### config.mk
export PLATFORM = sky130hd
export DESIGN_NAME = chunk_reassembly_tracker
export DESIGN_NICKNAME = d
export VERILOG_FILES = /design/src/crt_pkg.sv /design/src/crt_check.sv /design/src/crt_bitmap.sv /design/src/chunk_reassembly_tracker.sv
export VERILOG_INCLUDE_DIRS = /design/src /design/src/src
export SDC_FILE = /design/constraint.sdc
export NUM_CORES = 2
export LEC_CHECK = 0
export CAP_MARGIN = 20
export CORE_AREA = 8 8 825 909
export CTS_BUF_LIST = sky130_fd_sc_hd__clkbuf_16
export DETAILED_ROUTE_END_ITERATION = 10
export DIE_AREA = 0 0 833 917
export DONT_BUFFER_PORTS = 1
export SYNTH_ARGS = -nofsm -noshare
export SYNTH_HDL_FRONTEND = slang
export SYNTH_SLANG_ARGS = --single-unit
### constraint.sdc
create_clock -name clk -period 13.6 [get_ports clk]
set_clock_uncertainty 0.1 [all_clocks]
set_input_delay 0.68 -clock clk [delete_from_list [all_inputs] [get_ports clk]]
set_output_delay 0.68 -clock clk [all_outputs]
set_load 0.03 [all_outputs]
### src/chunk_reassembly_tracker_macros.svh
// assertion helpers shared by the tracker modules
// both expect a clock named clk and an active high reset named rst in scope
`ifndef CHUNK_REASSEMBLY_TRACKER_MACROS_SVH
`define CHUNK_REASSEMBLY_TRACKER_MACROS_SVH

`ifndef SYNTHESIS

// property must hold at every clock edge outside reset
`define CRT_ASSERT(lbl, prop, msg) \
  lbl: assert property (@(posedge clk) disable iff (rst) (prop)) else $error(msg);

// condition must never be seen outside reset
`define CRT_NEVER(lbl, cond, msg) \
  lbl: assert property (@(posedge clk) disable iff (rst) !(cond)) else $error(msg);

`else

`define CRT_ASSERT(lbl, prop, msg)
`define CRT_NEVER(lbl, cond, msg)

`endif

`endif

### src/crt_pkg.sv
package crt_pkg;

  // default bitmap size in chunks
  localparam int MAX_CHUNKS_DEF = 4096;

  // fixed frame layout
  localparam int DOT11_BYTES  = 24;
  localparam int RADIOTAP_MIN = 12;

  // width of the lost chunk count on the result
  localparam int LOST_W = 13;

  // configuration port
  localparam int CFG_IDX_W  = 2;
  localparam int CFG_DATA_W = 48;

  localparam logic [47:0] SENDER_ADDRESS_RST = 48'h54C9FF02E8BC;
  localparam logic [7:0]  HEADER_BYTES_RST   = 8'd16;
  localparam logic [15:0] PAYLOAD_LIMIT_RST  = 16'd1400;
  localparam logic [7:0]  ACK_FLAG_MASK_RST  = 8'd1;

  typedef enum logic [CFG_IDX_W-1:0] {
    REG_SENDER_ADDRESS = 2'd0,
    REG_HEADER_BYTES   = 2'd1,
    REG_PAYLOAD_LIMIT  = 2'd2,
    REG_ACK_FLAG_MASK  = 2'd3
  } reg_idx_t;

  typedef enum logic [3:0] {
    STATUS_SHORT        = 4'd0,
    STATUS_WRONG_SOURCE = 4'd1,
    STATUS_BAD_MAGIC    = 4'd2,
    STATUS_BAD_NUMBER   = 4'd3,
    STATUS_HDR_MISMATCH = 4'd4,
    STATUS_PAYLOAD_BIG  = 4'd5,
    STATUS_EMPTY        = 4'd6,
    STATUS_TOO_MANY     = 4'd7,
    STATUS_ACCEPTED     = 4'd8,
    STATUS_DUPLICATE    = 4'd9
  } status_t;

  typedef struct packed {
    logic [47:0] sender_address;
    logic [7:0]  header_bytes;
    logic [15:0] payload_limit;
    logic [7:0]  ack_flag_mask;
  } cfg_t;

  typedef struct packed {
    logic [15:0] capture_length;
    logic [15:0] radiotap_length;
    logic [47:0] source_address;
    logic        magic_ok;
    logic [31:0] frame_number;
    logic [15:0] chunk_index;
    logic [15:0] chunk_total;
    logic [15:0] header_size_field;
    logic [15:0] payload_size_field;
    logic [7:0]  packet_flags;
  } in_item_t;

  typedef struct packed {
    status_t            status;
    logic               ack_request;
    logic [15:0]        store_length;
    logic               abandoned;
    logic [LOST_W-1:0]  lost_chunks;
    logic               resynced;
    logic               frame_done;
    logic [7:0]         done_flags;
  } out_item_t;

  // header check verdict
  typedef struct packed {
    status_t     status;
    logic        pass;
    logic        ack;
    logic [15:0] len;
  } chk_t;

  // bitmap update for the transaction leaving the stage register
  typedef struct packed {
    logic wr;
    logic clear;
  } bm_op_t;

endpackage

### src/crt_check.sv
module crt_check #(
  parameter int MAX_CHUNKS = crt_pkg::MAX_CHUNKS_DEF
) (
  input  crt_pkg::cfg_t     cfg,
  input  crt_pkg::in_item_t item,
  output crt_pkg::chk_t     chk
);

  localparam logic [16:0] MAX_C = 17'(MAX_CHUNKS);

  logic [17:0] cap_w;
  logic [17:0] need_min;
  logic [17:0] need_rt;
  logic        short_cap;
  logic [15:0] avail;
  logic [15:0] len;

  // capture length against the fixed and radiotap dependent minimum
  assign cap_w     = 18'(item.capture_length);
  assign need_min  = 18'(crt_pkg::RADIOTAP_MIN + crt_pkg::DOT11_BYTES)
                     + 18'(cfg.header_bytes);
  assign need_rt   = 18'(item.radiotap_length) + 18'(crt_pkg::DOT11_BYTES)
                     + 18'(cfg.header_bytes);
  assign short_cap = (cap_w < need_min) || (cap_w < need_rt);

  // bytes left after all headers, only meaningful when not short
  assign avail = 16'(cap_w - need_rt);
  assign len   = (item.payload_size_field < avail) ? item.payload_size_field : avail;

  // checks in priority order
  always_comb begin
    chk        = '0;
    chk.status = crt_pkg::STATUS_SHORT;
    chk.len    = len;
    if (short_cap) begin
      chk.status = crt_pkg::STATUS_SHORT;
    end else if (item.source_address != cfg.sender_address) begin
      chk.status = crt_pkg::STATUS_WRONG_SOURCE;
    end else if (!item.magic_ok) begin
      chk.status = crt_pkg::STATUS_BAD_MAGIC;
    end else if (item.chunk_total == '0 || item.chunk_index >= item.chunk_total) begin
      chk.status = crt_pkg::STATUS_BAD_NUMBER;
    end else if (item.header_size_field != 16'(cfg.header_bytes)) begin
      chk.status = crt_pkg::STATUS_HDR_MISMATCH;
    end else if (item.payload_size_field > cfg.payload_limit) begin
      chk.status = crt_pkg::STATUS_PAYLOAD_BIG;
    end else if (len == '0) begin
      chk.status = crt_pkg::STATUS_EMPTY;
    end else begin
      chk.ack = (item.packet_flags & cfg.ack_flag_mask) != '0;
      if (17'(item.chunk_total) > MAX_C) begin
        chk.status = crt_pkg::STATUS_TOO_MANY;
      end else begin
        chk.status = crt_pkg::STATUS_ACCEPTED;
        chk.pass   = 1'b1;
      end
    end
  end

endmodule

### src/crt_bitmap.sv
`include "chunk_reassembly_tracker_macros.svh"

module crt_bitmap #(
  parameter int ROW_LOG = 6,
  parameter int ROW_AW  = 6
) (
  input  logic                   clk,
  input  logic                   rst,
  input  logic                   rd_en,
  input  logic [ROW_AW-1:0]      rd_row,
  input  crt_pkg::bm_op_t        op,
  input  logic [(1<<ROW_LOG)-1:0] wr_data,
  output logic [(1<<ROW_LOG)-1:0] row_data
);

  localparam int ROW_BITS = 1 << ROW_LOG;
  localparam int DEPTH    = 1 << ROW_AW;

  logic [ROW_BITS-1:0] mem [DEPTH];
  logic [ROW_BITS-1:0] mem_q;
  logic [ROW_AW-1:0]   q_row;
  logic [DEPTH-1:0]    row_ok;
  logic [DEPTH-1:0]    row_ok_next;
  logic                fwd_ok;
  logic [ROW_AW-1:0]   fwd_row;
  logic [ROW_BITS-1:0] fwd_data;

  // row storage, written back for the row read one transaction earlier
  always_ff @(posedge clk) begin
    if (op.wr) begin
      mem[q_row] <= wr_data;
    end
    if (rd_en) begin
      mem_q <= mem[rd_row];
      q_row <= rd_row;
    end
  end

  // per row valid bits, a clear empties the whole bitmap at once
  always_comb begin
    row_ok_next = op.clear ? '0 : row_ok;
    if (op.wr) begin
      row_ok_next[q_row] = 1'b1;
    end
  end

  always_ff @(posedge clk) begin
    if (rst) begin
      row_ok <= '0;
    end else begin
      row_ok <= row_ok_next;
    end
  end

  // last written row, covers a read issued on the same edge as the write
  always_ff @(posedge clk) begin
    if (rst) begin
      fwd_ok <= 1'b0;
    end else if (op.wr || op.clear) begin
      fwd_ok <= op.wr;
    end
    if (op.wr) begin
      fwd_row  <= q_row;
      fwd_data <= wr_data;
    end
  end

  // current contents of the row held for the stage register
  assign row_data = (fwd_ok && fwd_row == q_row) ? fwd_data :
                    (row_ok[q_row] ? mem_q : '0);

  `CRT_ASSERT(bm_clear_empties, op.clear && !op.wr |=> row_ok == '0 && !fwd_ok, "bitmap not empty after clear")
  `CRT_NEVER(bm_fwd_row_invalid, fwd_ok && !row_ok[fwd_row], "forwarded row has no valid bit")

endmodule

### src/chunk_reassembly_tracker.sv
// Chunk reassembly tracker: validates the header fields of each received chunk and tracks
// which chunks of the current frame have arrived. One input transaction gives one result
// transaction. The block takes one transaction per cycle; a result passes through a stage
// register holding the item while the bitmap row is read and then the result register, and
// only a full result register that is not taken holds the input side. The received-chunk
// bitmap is a memory of MAX_CHUNKS bits in rows of at least 64 bits, updated by one row
// read-modify-write per transaction with the last written row forwarded; a valid bit per
// row makes a frame restart or completion clear it at once, so no clearing pass is needed
// after reset. Configuration writes take effect at once and are meant for idle periods.
`include "chunk_reassembly_tracker_macros.svh"

module chunk_reassembly_tracker #(
  parameter int MAX_CHUNKS = crt_pkg::MAX_CHUNKS_DEF
) (
  input  logic                              clk,
  input  logic                              rst,
  input  logic                              cfg_we,
  input  logic [crt_pkg::CFG_IDX_W-1:0]     cfg_index,
  input  logic [crt_pkg::CFG_DATA_W-1:0]    cfg_data,
  input  logic                              in_valid,
  output logic                              in_ready,
  input  crt_pkg::in_item_t                 in_data,
  output logic                              out_valid,
  input  logic                              out_ready,
  output crt_pkg::out_item_t                out_data
);

  localparam int IDX_LOG  = $clog2(MAX_CHUNKS);
  localparam int ROW_LOG  = (IDX_LOG > 14) ? IDX_LOG - 8 : 6;
  localparam int ROW_BITS = 1 << ROW_LOG;
  localparam int NUM_ROWS = (MAX_CHUNKS + ROW_BITS - 1) / ROW_BITS;
  localparam int ROW_AW   = (NUM_ROWS > 1) ? $clog2(NUM_ROWS) : 1;
  localparam int CNT_W    = $clog2(MAX_CHUNKS + 1);

  crt_pkg::cfg_t      cfg;
  logic               s1_valid;
  crt_pkg::in_item_t  s1_item;
  logic               advance;
  logic               in_acc;
  crt_pkg::chk_t      chk;
  crt_pkg::bm_op_t    op;
  crt_pkg::out_item_t res;

  logic               active;
  logic [31:0]        cur_frame;
  logic [CNT_W-1:0]   exp_cnt;
  logic [7:0]         fflags;
  logic [CNT_W-1:0]   rec_cnt;

  logic [ROW_BITS-1:0] bm_row;
  logic [ROW_BITS-1:0] base_row;
  logic [ROW_BITS-1:0] new_row;
  logic [ROW_LOG-1:0]  bit_sel;
  logic                restart;
  logic                aband;
  logic                resync;
  logic                cleared;
  logic                seen;
  logic                done;
  logic                upd;
  logic [CNT_W-1:0]    tot_c;
  logic [CNT_W-1:0]    lost_cnt;
  logic [CNT_W-1:0]    rec_base;
  logic [CNT_W-1:0]    rec_next;
  logic [CNT_W-1:0]    exp_next;
  logic [7:0]          flags_eff;

  // configuration registers
  always_ff @(posedge clk) begin
    if (rst) begin
      cfg.sender_address <= crt_pkg::SENDER_ADDRESS_RST;
      cfg.header_bytes   <= crt_pkg::HEADER_BYTES_RST;
      cfg.payload_limit  <= crt_pkg::PAYLOAD_LIMIT_RST;
      cfg.ack_flag_mask  <= crt_pkg::ACK_FLAG_MASK_RST;
    end else if (cfg_we) begin
      case (crt_pkg::reg_idx_t'(cfg_index))
        crt_pkg::REG_SENDER_ADDRESS: cfg.sender_address <= cfg_data[47:0];
        crt_pkg::REG_HEADER_BYTES:   cfg.header_bytes   <= cfg_data[7:0];
        crt_pkg::REG_PAYLOAD_LIMIT:  cfg.payload_limit  <= cfg_data[15:0];
        crt_pkg::REG_ACK_FLAG_MASK:  cfg.ack_flag_mask  <= cfg_data[7:0];
        default: begin
        end
      endcase
    end
  end

  // pipeline handshake
  assign advance  = s1_valid && (!out_valid || out_ready);
  assign in_ready = !s1_valid || advance;
  assign in_acc   = in_valid && in_ready;

  // stage register
  always_ff @(posedge clk) begin
    if (rst) begin
      s1_valid <= 1'b0;
    end else if (in_ready) begin
      s1_valid <= in_valid;
    end
    if (in_acc) begin
      s1_item <= in_data;
    end
  end

  // header checks
  crt_check #(
    .MAX_CHUNKS (MAX_CHUNKS)
  ) u_check (
    .cfg  (cfg),
    .item (s1_item),
    .chk  (chk)
  );

  // received chunk bitmap
  crt_bitmap #(
    .ROW_LOG (ROW_LOG),
    .ROW_AW  (ROW_AW)
  ) u_bitmap (
    .clk      (clk),
    .rst      (rst),
    .rd_en    (in_acc),
    .rd_row   (ROW_AW'(in_data.chunk_index >> ROW_LOG)),
    .op       (op),
    .wr_data  (new_row),
    .row_data (bm_row)
  );

  // assembly tracking for the transaction in the stage register
  always_comb begin
    bit_sel   = s1_item.chunk_index[ROW_LOG-1:0];
    tot_c     = CNT_W'(s1_item.chunk_total);
    restart   = !active || (s1_item.frame_number != cur_frame);
    aband     = restart && active && (rec_cnt < exp_cnt);
    lost_cnt  = exp_cnt - rec_cnt;
    resync    = !restart && (tot_c != exp_cnt);
    cleared   = restart || resync;
    base_row  = cleared ? '0 : bm_row;
    seen      = base_row[bit_sel];
    new_row   = base_row;
    new_row[bit_sel] = 1'b1;
    rec_base  = cleared ? '0 : rec_cnt;
    exp_next  = cleared ? tot_c : exp_cnt;
    rec_next  = seen ? rec_base : rec_base + CNT_W'(1);
    done      = (rec_next == exp_next);
    flags_eff = cleared ? s1_item.packet_flags : fflags;
    upd       = advance && chk.pass;
    op.wr     = upd && !done && !seen;
    op.clear  = upd && (cleared || done);
  end

  // assembly state
  always_ff @(posedge clk) begin
    if (rst) begin
      active    <= 1'b0;
      cur_frame <= '0;
      exp_cnt   <= '0;
      fflags    <= '0;
      rec_cnt   <= '0;
    end else if (upd) begin
      if (cleared) begin
        cur_frame <= s1_item.frame_number;
        fflags    <= s1_item.packet_flags;
      end
      if (done) begin
        active  <= 1'b0;
        exp_cnt <= '0;
        rec_cnt <= '0;
      end else begin
        active  <= 1'b1;
        exp_cnt <= exp_next;
        rec_cnt <= rec_next;
      end
    end
  end

  // result fields
  always_comb begin
    res             = '0;
    res.status      = chk.status;
    res.ack_request = chk.ack;
    if (chk.pass) begin
      res.status       = seen ? crt_pkg::STATUS_DUPLICATE : crt_pkg::STATUS_ACCEPTED;
      res.store_length = seen ? '0 : chk.len;
      res.abandoned    = aband;
      res.lost_chunks  = aband ? crt_pkg::LOST_W'(lost_cnt) : '0;
      res.resynced     = resync;
      res.frame_done   = done;
      res.done_flags   = done ? flags_eff : '0;
    end
  end

  // result register
  always_ff @(posedge clk) begin
    if (rst) begin
      out_valid <= 1'b0;
    end else if (advance) begin
      out_valid <= 1'b1;
    end else if (out_ready) begin
      out_valid <= 1'b0;
    end
    if (advance) begin
      out_data <= res;
    end
  end

  `CRT_ASSERT(idle_counts_zero, !active |-> rec_cnt == '0 && exp_cnt == '0, "idle assembly holds counts")
  `CRT_ASSERT(active_count_below, active |-> rec_cnt < exp_cnt, "active assembly already complete")
  `CRT_ASSERT(done_only_tracked, out_valid && out_data.frame_done |-> out_data.status == crt_pkg::STATUS_ACCEPTED || out_data.status == crt_pkg::STATUS_DUPLICATE, "completion on rejected chunk")
  `CRT_NEVER(store_without_accept, out_valid && out_data.store_length != '0 && out_data.status != crt_pkg::STATUS_ACCEPTED, "store length on chunk not accepted")

endmodule

==> reports/results.ini <==
[placement]
place_area_um2 = 197000
port_buffers = 0
gp_congestion = 0.843
dpl.hpwl_um = 316000
pre_cts_ws_ps = 2500

[run]
cap_violations = 0

[sta]
period_needed_ps = 11190
relSlewSlack_pct = -64.1
holdWs_ps = 24.4
fmax_mhz = 89.4
hold_viol = 0
worst_slack_ps = 2410
tns_ps = 0
tightest_slew_ps = 2460
slew_violations = 173
setup_viol = 0
grt_setup_unrepaired = false
timing.final.crit_share_pct = 82.3

[floorplan]
start_util_pct = 24.9
die_h_um = 917
fp.dieArea_um2 = 764000
pin_count = 287
rows = 331
die_width_um = 833
core-area_um2 = 735000

[route]
viasPerCell = 4.77
ant_nets = 0
dr.pass1.iters = 6
post-route-drc-count = 0
avgRoutedWirePerCell_um = 27.5
vias = 92243
wl_um = 531000
drt_iter0_markers = 12151

[yosys]
avgSynthCellArea_um2 = 21.5
post-synth-top-count-cell = edfxtp_1
async_flop_share_pct = 0
synth_top_cell_by_area = edfxtp_1
syn_nets = 8845
synth_ff_type = edfxtp_1
synth_edf_count = 4460
synth_seq_cells = 4674
synth_warnings = 0
synthCells = 8500
yosysSeqAreaShare_pct = 75.5
ys_types = 95
netlist_top_cells_area = edfxtp_1 (73%), mux4_2 (17%), dfxtp_1 (2.3%)
syn_area_um2 = 183000
synth_top_area_share_pct = 73.2
synthTopCellsByCount = edfxtp_1 (4460), mux4_2 (1349), nand2_1 (334), clkbuf_1 (332), a21oi_1 (241)

[run_status]
violations = slew limit
status = finished with violations

[cts]
cts.sinks = 4674
clock_path_buffers = 4
cts_resized = 0
cts_root_buf = clkbuf_16
cts_buffers = 469
htree_levels = 5
clk_pin_slew_ps = 60
cts_tree = done
postCtsSetupRepairBufs = 0
insertion_delay_ps = 1030

[power_and_ir_drop]
irDropWorstVdd_mv = 0.116
powerDensity_nw_per_um2 = 137
leakage_uw = 0.0552

[worst_setup_path]
endpoint_kind = flop
cp_data_required_time_ps = 14120
critPathMaxStageDelay_ps = 800
path_max_fanout = 47
slowest_stage = nand3_1
startpoint_type = flop
arrival_ps = 11710
crit_type = reg -> reg

[finish]
drive_gt1_share_pct = 26.3
seqCellArea_um2 = 138000
multiInputGateArea_um2 = 44000
final_cell_area_um2 = 215000
layout.nets = 9391
synthToLayoutAreaGrowth_pct = 17.7
fillers = 70864

[global_routing]
grt_usage_pct = 13.3
grt_first_pass_wirelength_um = 736000
overflow = 0
use_met3_pct = 2.61
gr-usage-met2_pct = 21.9
grt_max_degree = 258
grtUsageMet1_pct = 18.0
first_global_vias = 90640
grt.busiest_layer = met2
grt_antenna_before_repair = 81

[min_path]
worstHoldPathType = in -> reg

-- sequential cells by signal, indices dropped and copies added (netlist names), 8 cells and up --
signal	count
u_bitmap.mem_q	64
cfg	80
u_bitmap.row_ok	64
rec_cnt	13
u_bitmap.fwd_data	64
s1_item	179
cur_frame	32
exp_cnt	13
out_data	45
fflags	8
u_bitmap.mem	4096
-- repair_timing --
item / CTS / global route
endpoints found under the setup margin: 0 / 0
hold buffers: 252 / 1
hold endpoints to repair: 325 / 1
-- path summary, 6_finish.rpt --
kind	from	endpoint	slack, ps	depth (start not counted)
min	cfg_index[0]	cfg[35]	20	3
min reg2reg	cfg[9]	cfg[9]	360	2
max	cfg[25]	u_bitmap.mem[39][21]	2410	34
max reg2reg	cfg[25]	u_bitmap.mem[39][21]	2410	34
-- layout make-up --
class / count / share of cell area (%)
Sequential cell: 4674 / 64.2
Multi-Input combinational cell: 3269 / 20.4
Tap cell: 9823 / 5.71
Clock buffer: 474 / 5.51
Timing Repair Buffer: 526 / 2.36
Clock inverter: 411 / 1.56
Inverter: 106 / 0.185
Antenna cell: 44 / 0.0511
-- cell usage in the layout (no fill, tap or decap), types with 13 or more instances in the layout --
cell type,count
a21o_1,21
a21oi_1,241
a22o_1,32
a22oi_1,23
a31oi_1,15
and3_1,86
buf_12,28
buf_4,239
bufinv_16,47
clkbuf_16,474
clkinv_1,132
clkinv_2,96
clkinvlp_4,13
dfxtp_1,214
diode_2,44
dlygate4sd3_1,251
edfxtp_1,4460
ha_1,102
inv_1,186
mux2_2,21
mux2i_1,43
mux4_2,1349
nand2_1,334
nand2b_1,17
nand3_1,64
nand3b_1,39
nand4_1,42
nor2_1,131
nor2_4,65
nor2b_1,27
nor3_1,52
nor4_1,28
o21a_1,16
o21ai_0,64
o22ai_4,64
o2bb2ai_1,34
or3_1,14
xnor2_1,123
xor2_1,28
-- critical path: cells and delay by family (launching register included) --
family	cells	cell delay [ps]
compound gates	16	4080
xor+xnor	1	130
fa+ha+maj	5	1750
buf+inv	3	1120
flops	1	420
simple gates	9	3040
-- layer usage --
metal | up-vias | part of all wire, %
met5 | - | 0.039
met4 | 32 | 2.9
met3 | 778 | 9.0
met2 | 4566 | 48
met1 | 49883 | 40
li1 | 36984 | -
-- report_power, final --
part	leakage, µW	total, µW	internal [µW]	switching, µW
Sequential	0.0337	15700	15600	74.6
Clock	0.00781	12800	7220	5580
Combinational	0.0137	1010	403	609
Total	0.0552	29500	23300	6260
-- per-stage QoR --
stage / instances / utilization [%] / power (µW)
after floorplan: 8500 / - / 16700
after global placement: 18139 / 26.8 / 16900
after detailed placement: 18144 / 26.9 / 16900
after CTS: 19281 / 29.3 / 29700
after global routing: 19303 / 29.3 / 30300
final: 19327 / 29.3 / 29500
-- logic make-up after synthesis --
| group | after synthesis | synth area share [%] |
|---|---|---|
| DFF | 4674 | 75.5 |
| muxes | 1413 | 17.0 |
| and+or+nand+nor | 957 | 2.56 |
| AOI/OAI and AO/OA | 642 | 2.31 |
| buffers and inverters | 557 | 1.19 |
| xor gates and xnor gates | 152 | 0.731 |
| adders and majority gates | 105 | 0.730 |
Note: power is estimated with default switching activity, not from simulation.
